File: src/hw/rtl/sgs_pkg.sv
// Shared types, widths and constants of the Sobel gradient stream.
// No dependencies; every other file but sgs_ram imports this package.
package sgs_pkg;

  localparam int MAX_WIDTH_DEFAULT = 1024;
  localparam int MAX_HEIGHT        = 4096;

  localparam int PIXEL_W        = 8;
  localparam int GRAD_W         = 8;
  localparam int FRAME_WIDTH_W  = 11;
  localparam int FRAME_HEIGHT_W = 13;
  localparam int ROW_W          = 12;
  localparam int CFG_INDEX_W    = 1;
  localparam int CFG_DATA_W     = 13;

  // Weighted row/column sums reach 4*255, their difference needs a sign bit.
  localparam int WSUM_W = 10;
  localparam int SUM_W  = 11;

  // Divide by six as multiply by 683 / 4096; exact for magnitudes up to 1020.
  localparam int                RECIP_W     = 10;
  localparam logic [RECIP_W-1:0] RECIP_6    = 10'd683;
  localparam int                RECIP_SHIFT = 12;
  localparam int                PROD_W      = WSUM_W + RECIP_W;

  localparam logic [FRAME_WIDTH_W-1:0]  FRAME_WIDTH_RESET  = 11'd640;
  localparam logic [FRAME_HEIGHT_W-1:0] FRAME_HEIGHT_RESET = 13'd480;

  localparam logic [CFG_INDEX_W-1:0] REG_FRAME_WIDTH  = 1'd0;
  localparam logic [CFG_INDEX_W-1:0] REG_FRAME_HEIGHT = 1'd1;

  // One window column, top to bottom.
  typedef struct packed {
    logic [PIXEL_W-1:0] top;
    logic [PIXEL_W-1:0] mid;
    logic [PIXEL_W-1:0] bot;
  } col_t;

  typedef struct packed {
    logic signed [SUM_W-1:0] vert;
    logic signed [SUM_W-1:0] horiz;
  } sums_t;

  // |s / 6| with truncation toward zero, equal to |s| / 6.
  function automatic logic [GRAD_W-1:0] grad_scale(input logic signed [SUM_W-1:0] s);
    logic [SUM_W-1:0]  neg;
    logic [WSUM_W-1:0] mag;
    logic [PROD_W-1:0] prod;
    neg  = SUM_W'(-s);
    mag  = s[SUM_W-1] ? neg[WSUM_W-1:0] : s[WSUM_W-1:0];
    prod = PROD_W'(mag) * PROD_W'(RECIP_6);
    return prod[RECIP_SHIFT +: GRAD_W];
  endfunction

endpackage

File: src/hw/rtl/sgs_window.sv
// 3x3 pixel window: holds two columns, shifts in a new one, and gives the
// Sobel sums of the window as it stands after the shift. Depends on sgs_pkg.
module sgs_window (
  input  logic          clk,
  input  logic          rst,
  input  logic          shift,
  input  sgs_pkg::col_t col_in,
  output sgs_pkg::sums_t sums
);
  import sgs_pkg::*;

  col_t win_left;
  col_t win_mid;

  function automatic logic [WSUM_W-1:0] wsum(input logic [PIXEL_W-1:0] a,
                                             input logic [PIXEL_W-1:0] b,
                                             input logic [PIXEL_W-1:0] c);
    return WSUM_W'(a) + WSUM_W'({b, 1'b0}) + WSUM_W'(c);
  endfunction

  always_ff @(posedge clk) begin
    if (rst) begin
      win_left <= '0;
      win_mid  <= '0;
    end else if (shift) begin
      win_left <= win_mid;
      win_mid  <= col_in;
    end
  end

  // Window after the shift: left = win_left, center = win_mid, right = the
  // incoming column.
  logic [WSUM_W-1:0] top_row;
  logic [WSUM_W-1:0] bot_row;
  logic [WSUM_W-1:0] left_col;
  logic [WSUM_W-1:0] right_col;

  always_comb begin
    top_row   = wsum(win_left.top, win_mid.top, col_in.top);
    bot_row   = wsum(win_left.bot, win_mid.bot, col_in.bot);
    left_col  = wsum(win_left.top, win_left.mid, win_left.bot);
    right_col = wsum(col_in.top, col_in.mid, col_in.bot);
    sums.vert  = $signed({1'b0, bot_row}) - $signed({1'b0, top_row});
    sums.horiz = $signed({1'b0, right_col}) - $signed({1'b0, left_col});
  end

endmodule

File: config.mk
export PLATFORM = sky130hd
export DESIGN_NAME = sgs_window
export DESIGN_NICKNAME = d
export VERILOG_FILES = /design/src/hw/rtl/sgs_pkg.sv /design/src/hw/rtl/sgs_window.sv
export SDC_FILE = /design/constraint.sdc
export NUM_CORES = 1
export LEC_CHECK = 0
export BUFFER_PORTS_ARGS = -buffer_cell sky130_fd_sc_hd__buf_4
export CAP_MARGIN = 20
export CORE_MARGIN = 4
export CORE_UTILIZATION = 50
export CTS_BUF_LIST = sky130_fd_sc_hd__clkbuf_4 sky130_fd_sc_hd__clkbuf_8 sky130_fd_sc_hd__clkbuf_16
export DETAILED_ROUTE_END_ITERATION = 10
export HOLD_SLACK_MARGIN = 0.08
export PLACE_DENSITY_LB_ADDON = 0.3
export SLEW_MARGIN = 30
export SYNTH_ARGS = -nofsm -noshare
export SYNTH_HDL_FRONTEND = slang
export SYNTH_SLANG_ARGS = --single-unit
File: constraint.sdc
create_clock -name clk -period 4.35 [get_ports clk]
set_input_delay 0.6525 -clock clk [delete_from_list [all_inputs] [get_ports clk]]
set_output_delay 0.6525 -clock clk [all_outputs]
set_load 0.05 [all_outputs]
==> impl_results.md, run 1 <==
- CP cell instances: buf_6, buf_6, fa_1, fa_2, inv_2, fa_1, inv_2, ha_4, inv_2, fa_2, nor2b_4, o2111ai_2, nand3_2, buf_4, nor2_1, xnor2_2, buf_6
- Nets: 628
- Mapped cell area: 4130 um^2
- Buf/Inv on CP: 7
- Largest cells by area after synthesis: fa_1 (30%), dfxtp_1 (23%), mux2i_1 (12%)
- H-tree Lvls: 2
- Synth Instances: 432
- Rel. slew slack: 0.471
- Switch share: 0.508
- Clock buffer depth: 2
- Pin count of the biggest net entering global routing: 49
- Sequential area share after synthesis: 0.233
- Port buffer count: 48
- Number of remaining DRC errors: 0
- Io pins: 49
- Crit path DAT: 3.81 ns
- Grt total ovfl: 0
- Setup slack after layout: -0.115 ns
- Die height: 98.9 um
- Main synth FF type: dfxtp_1
- Internal power: 1.93 mW
- Async SR Flop Fraction: 0
- Number of global-route vias before repair: 3264
- Library cells used by synthesis: 32
- Detailed-route wire length: 8.28 mm
- Final Cycle Share: 1.03
- Worst slew pin tran: 0.794 ns
- DP HPWL: 6.30 mm
- Most common cell in the netlist: inv_1
- Clk root buf: clkbuf_8
- Peak supply drop: 521 uV
- Placed cell count: 599
- Hold buffer count at CTS: 0
- Failing checks: negative setup slack
- Crit path max fanout: 2
- First-pass GRT wire length: 14.4 mm
- Clock share of power: 0.072
- Mean post-synth cell area: 9.56 um^2
- Total CTS buffers: 5
- Largest stage delay, worst path: 0.52 ns
- Max Cap Viol: 0
- Final Hold Fails: 0
- Seq pwr share: 0.121
- Drt wl/cell: 13.4 um
- Die area: 9780 um^2
- Status: complete, but fails checks
- # rows: 32
- Vias per inst: 4.74
- Syn Nets: 545
- Tmin final: 4.47 ns
- # fillers: 597
- DR iter-0 viols: 60
- Max Slew Vio Count: 0
- # setup viols final: 4
- Worst-path clk slew: 0.09 ns
- Layout cells sized above 1: 0.318
- Antenna-violating nets left: 0
- CP Capture Type: output port
- Worst skew pair latency: 0.30 ns
- Clock tree sinks: 48
- Fin Setup TNS: -0.282 ns
- Delay-heaviest family, CP: adder cells
- Synth warnings: 0
- DR pass1 iterations: 4
- Initial antenna violation count: 0
- Gate power share: 0.807
- PD cells: 726 nW/um^2
- Post-synth EDFFs: 0
- Static leakage: 2.61 nW
- Worst Skew: 0.00106 ns
- RePlAce Congestion: 0.847
- Area growth syn-to-layout: 30.8%
- Initial core utilization: 0.523
- DR vias: 2922
- DIE WIDTH: 98.9 um
- WP data required: 3.70 ns
- RSZ-0062 raised after global routing: true
- FF+latch count, synth: 48
- Antenna diode count: 0
- Final Non-Filler Cells: 617
- Util after Layout: 0.685
- Seq. cell area: 968 um^2
- Largest area contributor in the netlist: fa_1
- CORE AREA: 7890 um^2
- Multi-input gate area: 3010 um^2
- Post-synth top area share: 0.301
- List of most frequent post-synthesis cells: inv_1 (128), fa_1 (62), nor2_1 (57), dfxtp_1 (48), mux2i_1 (48)
- Net switching power: 1.99 mW
- Crit path kind: input port to output port
- Slowest CP cell: fa_1
- Startpoint types: input port
- Min-Delay Path Class: register to register
- GRT Util Overall: 0.182
- Fmax: 224 MHz
- CTS tree: built
==> cell usage in the layout, fill, tap and decap left out, types with 2 or more instances in the layout <==
master / synthesis / routed
clkbuf_8: 0 / 6
nor2_2: 0 / 2
xor2_4: 0 / 2
xnor2_1: 9 / 3
o21ai_2: 1 / 3
nor2_1: 57 / 55
dfxtp_1: 48 / 42
dfxtp_2: 0 / 6
a21o_1: 4 / 4
fa_1: 62 / 58
a21oi_4: 0 / 2
a21oi_2: 1 / 3
nand3_2: 1 / 5
xor2_2: 0 / 3
nand2_1: 4 / 4
ha_4: 0 / 12
nor2b_4: 1 / 2
o21a_1: 2 / 2
xnor2_2: 0 / 6
fa_2: 0 / 4
inv_2: 0 / 12
buf_4: 3 / 70
buf_6: 0 / 16
mux2i_1: 48 / 48
ha_1: 24 / 12
inv_1: 128 / 116
nor3_1: 3 / 3
==> sequential cells by signal (all words and copies together) (netlist names) <==
name / count
win_mid: 24
win_left: 24
==> metrics by stage <==
| stage | setup slack (ns) | area (um^2) | hold WS (ns) | power (mW) |
|---|---|---|---|---|
| 5_1_grt | -0.230 | 5400 | 0.517 | 4.16 |
| 3_3_place_gp | -0.211 | 4900 | 0.473 | 3.12 |
| 4_1_cts | -0.109 | 5260 | 0.495 | 3.74 |
| 3_5_place_dp | -0.306 | 4900 | 0.481 | 3.16 |
| 6_report | -0.115 | 5400 | 0.490 | 3.92 |
| 2_1_floorplan | -0.144 | 4260 | 0.460 | 2.38 |
==> worst register-to-register path, delay by kind of cell, from the launching register on <==
kind / cells / cell delay (ns)
buffers and inverters: 1 / 0.13
DFF: 1 / 0.33
muxes: 1 / 0.13
and+or+nand+nor: 1 / 0.06
==> routing by layer <==
metal / up-vias / wire, um / GRT usage
li1: 1446 / - / -
met1: 1416 / 3310 / 0.211
met2: 49 / 4540 / 0.351
met3: 11 / 287 / 0.0255
met4: 0 / 138 / 0.0420
met5: - / 0 / 0
==> worst paths after layout <==
path                from           to  slack (ns)  cells past startpoint
max            col_in[0]     sums[18]       -0.12                     17
min          win_left[9]  win_left[9]        0.49                      2
max reg2reg  win_left[2]  win_left[2]        3.57                      3
min reg2reg  win_left[9]  win_left[9]        0.49                      2
==> final cells by class <==
type / count / area share
clock buffers: 6 / 0.0153
clock inverters: 1 / 0.00162
inverters: 128 / 0.0889
multi-input cells: 245 / 0.558
flip-flops and latches: 48 / 0.179
well taps: 102 / 0.0236
repair buffers: 87 / 0.133
==> cell families after synthesis <==
| logic type | share of synthesized area |
|---|---|
| buffers and inverters | 0.130 |
| AO/OA/AOI/OAI | 0.0427 |
| AND/OR/NAND/NOR | 0.0755 |
| adder cells (fa/ha/maj) | 0.373 |
| flip-flops | 0.233 |
| multiplexers | 0.116 |
| XOR/XNOR | 0.0297 |
==> power by group through the flow <==
| stage | logic (mW) | registers (mW) | clock network (mW) |
|---|---|---|---|
| finish | 3.17 | 0.475 | 0.281 |
| global route | 3.38 | 0.479 | 0.304 |
| CTS | 2.98 | 0.475 | 0.288 |
| detailed placement | 2.68 | 0.485 | 0 |
| global placement | 2.63 | 0.484 | 0 |
| floorplan | 1.90 | 0.481 | 0 |
==> what timing repair did <==
action / 4_1_cts / 5_1_grt
setup endpoints to repair: 12 / 11
buffers inserted: 6 / 6
resized for setup: 48 / 26
hold endpoints to repair: 0 / 0
pin swaps: 44 / 31
Note: power is estimated with default switching activity, not from simulation.
==> inputs of run 2 (changes only) <==
==> constraint.sdc (replaced) <==
create_clock -name clk -period 4.35 [get_ports clk]
set_input_delay 0.435 -clock clk [delete_from_list [all_inputs] [get_ports clk]]
set_output_delay 0.435 -clock clk [all_outputs]
set_load 0.05 [all_outputs]
==> run 2 against run 1 <==
Effect of this change: utilization down 8.6 points; sequential share of layout area up 2.5 points; largest cell class unchanged; final cell count down 5.8%; the flow now finishes without violations; hold slack worse by 0.12 ns; largest power group unchanged; critical path depth down 4; die area unchanged; sequential power about the same.
==> impl_results.md, run 2 (same netlist as run 1, synthesis figures left out) <==
- DIE WIDTH: 98.9 um
- Io pins: 49
- # fillers: 704
- H-tree Lvls: 2
- DR vias: 2775
- Buf/Inv on CP: 4
- Crit path max fanout: 3
- DR iter-0 viols: 70
- Static leakage: 2.35 nW
- Vias per inst: 4.78
- Rel. slew slack: 0.462
- Antenna-violating nets left: 0
- Hold path depth: 3
- # rows: 32
- DP HPWL: 6.11 mm
- Number of global-route vias before repair: 2934
- Max layer used: met4
- R2R Path End: win_left[1]
- Startpoint types: register
- Max Cap Viol: 0
- Die height: 98.9 um
- Worst R2R Start: win_left[1]
- Placed cell count: 571
- Final Hold Fails: 0
- Slowest CP cell: fa_1
- Clk root buf: clkbuf_8
- Met2 wire len: 3.89 mm
- CP Capture Type: output port
- Commonest cells after routing, fill and taps aside: inv_1 (128), fa_1 (61), nor2_1 (57)
- Antenna diode count: 0
- Worst-path clk slew: 0.09 ns
- Crit path DAT: 3.76 ns
- WP data required: 3.91 ns
- M1 wire length: 3.15 mm
- Clock tree sinks: 48
- Largest regs: win_left (24), win_mid (24)
- Initial antenna violation count: 0
- Layout cells sized above 1: 0.161
- Nets: 591
- Max Slew Vio Count: 0
- RePlAce Congestion: 0.817
- Peak supply drop: 590 uV
- CORE AREA: 7890 um^2
- Number of remaining DRC errors: 0
- Detailed-route wire length: 7.45 mm
- Largest stage delay, worst path: 0.53 ns
- GRT Util Overall: 0.162
- Initial core utilization: 0.523
- Reg2Reg Depth: 2
- Clock buffer depth: 2
- Min-delay src: col_in[6]
- Hold Path End: win_mid[6]
- Area growth syn-to-layout: 14.4%
- Final Cycle Share: 0.964
- Total CTS buffers: 5
- R2R setup slack: 3.65 ns
- WHS: 0.375 ns
- Hold buffer count at CTS: 0
- Final Non-Filler Cells: 581
- Most common cell after layout, fill and taps aside: inv_1
- Die area: 9780 um^2
- Drt wl/cell: 12.8 um
- Pin count of the biggest net entering global routing: 49
- CP cell instances: inv_1, fa_1, fa_1, inv_1, fa_1, inv_1, ha_1, a21o_1, a21oi_2, o211ai_1, a21o_1, xor2_1, buf_4
- First-pass GRT wire length: 12.9 mm
- Min-Delay Path Class: input port to register
- Port buffer count: 48
- Status: finished, final reports clean
- # setup viols final: 0
- Routed wl met3: 279 um
- DR pass1 iterations: 4
- CTS tree: built
- Worst Skew: 0.00104 ns
- Crit path kind: register to output port
- Worst slew pin tran: 0.807 ns
- Worst skew pair latency: 0.30 ns
- Fin Setup TNS: 0 ns
- Grt total ovfl: 0
- Util after Layout: 0.599
- Delay-heaviest family, CP: adder cells
- Tmin final: 4.19 ns
- Dpl cell area: 4560 um^2
- PD cells: 658 nW/um^2
- Fmax: 238 MHz
- Final Cell Area: 4720 um^2
-- run 2: worst max path at each step --
stage	from	end	cells past startpoint
global route	win_left[3]	sums[9]	12
CTS	win_left[2]	sums[10]	13
detailed placement	col_in[2]	sums[10]	13
finish	win_left[2]	sums[8]	13
global placement	col_in[2]	sums[10]	13
floorplan	win_left[2]	sums[10]	12
-- run 2: where the power goes --
part	internal, mW	total (mW)	switching (mW)
clock network	0.136	0.288	0.153
logic	0.811	2.34	1.53
registers	0.460	0.475	0.0144
total	1.41	3.11	1.70
-- run 2: cell type report --
| type | count | area, um^2 | share of cell area |
|---|---|---|---|
| multi-input combinational | 245 | 2680 | 0.567 |
| inverter | 128 | 480 | 0.102 |
| clock buffer | 7 | 90.1 | 0.0191 |
| clock inverter | 1 | 7.51 | 0.00159 |
| sequential | 48 | 966 | 0.204 |
| tap | 102 | 128 | 0.0270 |
| timing repair buffer | 50 | 375 | 0.0794 |
-- run 2: per-stage QoR --
stage          setup slack (ns)  total power [mW]
6_report                  0.156              3.11
3_5_place_dp              0.198              2.77
4_1_cts                  0.0283              3.07
5_1_grt                -0.00699              3.33
2_1_floorplan            0.0370              2.19
3_3_place_gp              0.243              2.74
-- run 2: worst register-to-register path: cells and delay by family, from the launching register on --
family,cells,cell delay (ns)
muxes,1,0.10
DFF,1,0.42
and+or+nand+nor,1,0.12
-- run 2: what timing repair did --
item / CTS / global route
gates cloned: 0 / 0
pin swaps: 2 / 6
endpoints found under the setup margin: 3 / 7
buffers inserted: 1 / 1
gates resized for setup: 1 / 11
-- run 2: layer usage --
| layer | track usage | up-vias |
|---|---|---|
| met2 | 0.297 | 45 |
| met5 | 0 | - |
| met1 | 0.193 | 1350 |
| met3 | 0.0304 | 11 |
| li1 | - | 1369 |
| met4 | 0.0462 | 0 |
==> inputs of run 3 (changes only) <==
- CTS_BUF_LIST: sky130_fd_sc_hd__clkbuf_4 sky130_fd_sc_hd__clkbuf_8 sky130_fd_sc_hd__clkbuf_16 -> sky130_fd_sc_hd__clkbuf_8
- CTS_CLUSTER_SIZE: not set -> 12
==> run 3 against run 2 <==
Effect of this change: maximum frequency is 0.15% higher; power down 0.24%; clock skew up 0.00084 ns; final area about the same.
==> impl_results.md, run 3 (same netlist as run 1, synthesis figures left out) <==
- Fmax: 239 MHz
- DR iter-0 viols: 71
- Area growth syn-to-layout: 14.3%
- M2 GR Usage: 0.298
- Setup slack after layout: 0.163 ns
- DR pass1 iterations: 4
- CTS tree: built
- Final Hold Fails: 0
- # rows: 32
- Worst-path clk slew: 0.09 ns
- DIE WIDTH: 98.9 um
- Reg2Reg Depth: 2
- Die area: 9780 um^2
- PD cells: 657 nW/um^2
- # setup viols final: 0
- Worst slew pin tran: 0.814 ns
- Number of remaining DRC errors: 0
- Tmin final: 4.19 ns
- WP data required: 3.91 ns
- Met3 Use GR: 0.0304
- Min-Delay Path Class: input port to register
- CP Capture Type: output port
- Worst skew pair latency: 0.30 ns
- R2R Path End: win_left[1]
- Nets: 591
- Pre-CTS setup slack: 0.198 ns
- Grt total ovfl: 0
- Rel. slew slack: 0.457
- Commonest cells after routing, fill and taps aside: inv_1 (129), fa_1 (61), nor2_1 (57)
- Most common cell after layout, fill and taps aside: inv_1
- Pin count of the biggest net entering global routing: 49
- Static leakage: 2.35 nW
- DP HPWL: 6.11 mm
- First-pass GRT wire length: 12.9 mm
- H-tree Lvls: 2
- Io pins: 49
- Antenna-violating nets left: 0
- Power, Total: 3.10 mW
- CORE AREA: 7890 um^2
- Total CTS buffers: 5
- Critical path depth in cells: 13
- Initial antenna violation count: 0
- Crit path max fanout: 3
- R2R setup slack: 3.65 ns
- Crit path DAT: 3.75 ns
- Slowest CP cell: fa_1
- Setup crit end: sums[8]
- Largest regs: win_left (24), win_mid (24)
- GRT Util Overall: 0.162
- Worst R2R Start: win_left[1]
- Vias per inst: 4.78
- Number of global-route vias before repair: 2933
- Clock tree sinks: 48
- Die height: 98.9 um
- Detailed-route wire length: 7.44 mm
- Peak supply drop: 590 uV
- CP cell instances: inv_1, fa_1, fa_1, inv_1, fa_1, inv_1, ha_1, a21o_1, a21oi_2, o211ai_1, a21o_1, xor2_1, buf_4
- Buf/Inv on CP: 4
- Largest stage delay, worst path: 0.53 ns
- Max Slew Vio Count: 0
- Delay-heaviest family, CP: adder cells
- Port buffer count: 48
- Hold path depth: 3
- Drt wl/cell: 12.8 um
- Met1 usage: 0.193
- Initial core utilization: 0.523
- RePlAce Congestion: 0.817
- Startpoint types: register
- Layout cells sized above 1: 0.159
- Antenna diode count: 0
- DR vias: 2778
- Worst Skew: 0.00187 ns
- Final Cycle Share: 0.963
- Clk root buf: clkbuf_8
- Clock buffer depth: 2
- Crit path kind: register to output port
- Peak-usage layer in the global routing report: met2
- Status: finished, final reports clean
- Max Cap Viol: 0
- CP Launch Point: win_left[2]
## run 3: changes by cell type in the layout (fill, tap and decap cells not counted), sizes merged
cell | before | now
clkbuf | 7 | 6
inv | 128 | 129
## run 3: final cells by class
| type | count | area (um^2) |
|---|---|---|
| Clock inverter | 2 | 11.3 |
| Clock buffer | 6 | 82.6 |
| Multi-Input combinational cell | 245 | 2680 |
| Fill cell | 702 | 3170 |
| Sequential cell | 48 | 966 |
| Timing Repair Buffer | 50 | 375 |
| Tap cell | 102 | 128 |
| Inverter | 128 | 480 |
## run 3: worst min-delay path by stage
stage           startpoint           end
6_report         col_in[6]    win_mid[6]
5_1_grt          col_in[8]    win_mid[8]
3_3_place_gp   win_mid[10]   win_mid[10]
3_5_place_dp   win_mid[13]  win_left[13]
4_1_cts          col_in[6]    win_mid[6]
2_1_floorplan  win_mid[10]   win_mid[10]
## run 3: worst register-to-register path, delay by kind of cell (launching register included)
family | cells | cell delay (ns)
mux | 1 | 0.10
simple gates | 1 | 0.12
flops | 1 | 0.42
## run 3: timing repair
item / CTS / global route
gates resized for setup: 1 / 11
setup endpoints to repair: 3 / 7
gates cloned: 0 / 0
hold buffers: 0 / 0
pin swaps: 2 / 6
setup buffers: 1 / 1
## run 3: routing by layer
layer  vias up  part of all wire
li1       1370                 -
met1      1354              0.42
met2        43              0.52
met3        11             0.039
met4         0             0.017
met5         -                 0
## run 3: report_power, final
group / total [mW] / switching [mW] / internal (mW) / leakage, nW
Combinational: 2.34 / 1.53 / 0.811 / 1.91
Clock: 0.281 / 0.154 / 0.127 / 0.0486
Sequential: 0.475 / 0.0144 / 0.460 / 0.395
## run 3: per-stage QoR
| stage | cell area (um^2) | TNS (ns) | cells | utilization | hold WS [ns] |
|---|---|---|---|---|---|
| 6_report | 4720 | 0 | 581 | 0.599 | 0.375 |
| 5_1_grt | 4720 | -0.00835 | 581 | 0.599 | 0.391 |
| 4_1_cts | 4660 | 0 | 580 | 0.591 | 0.375 |
| 3_5_place_dp | 4560 | 0 | 571 | 0.578 | 0.484 |
| 2_1_floorplan | 4130 | 0 | 432 | - | 0.460 |
| 3_3_place_gp | 4560 | 0 | 571 | 0.578 | 0.472 |
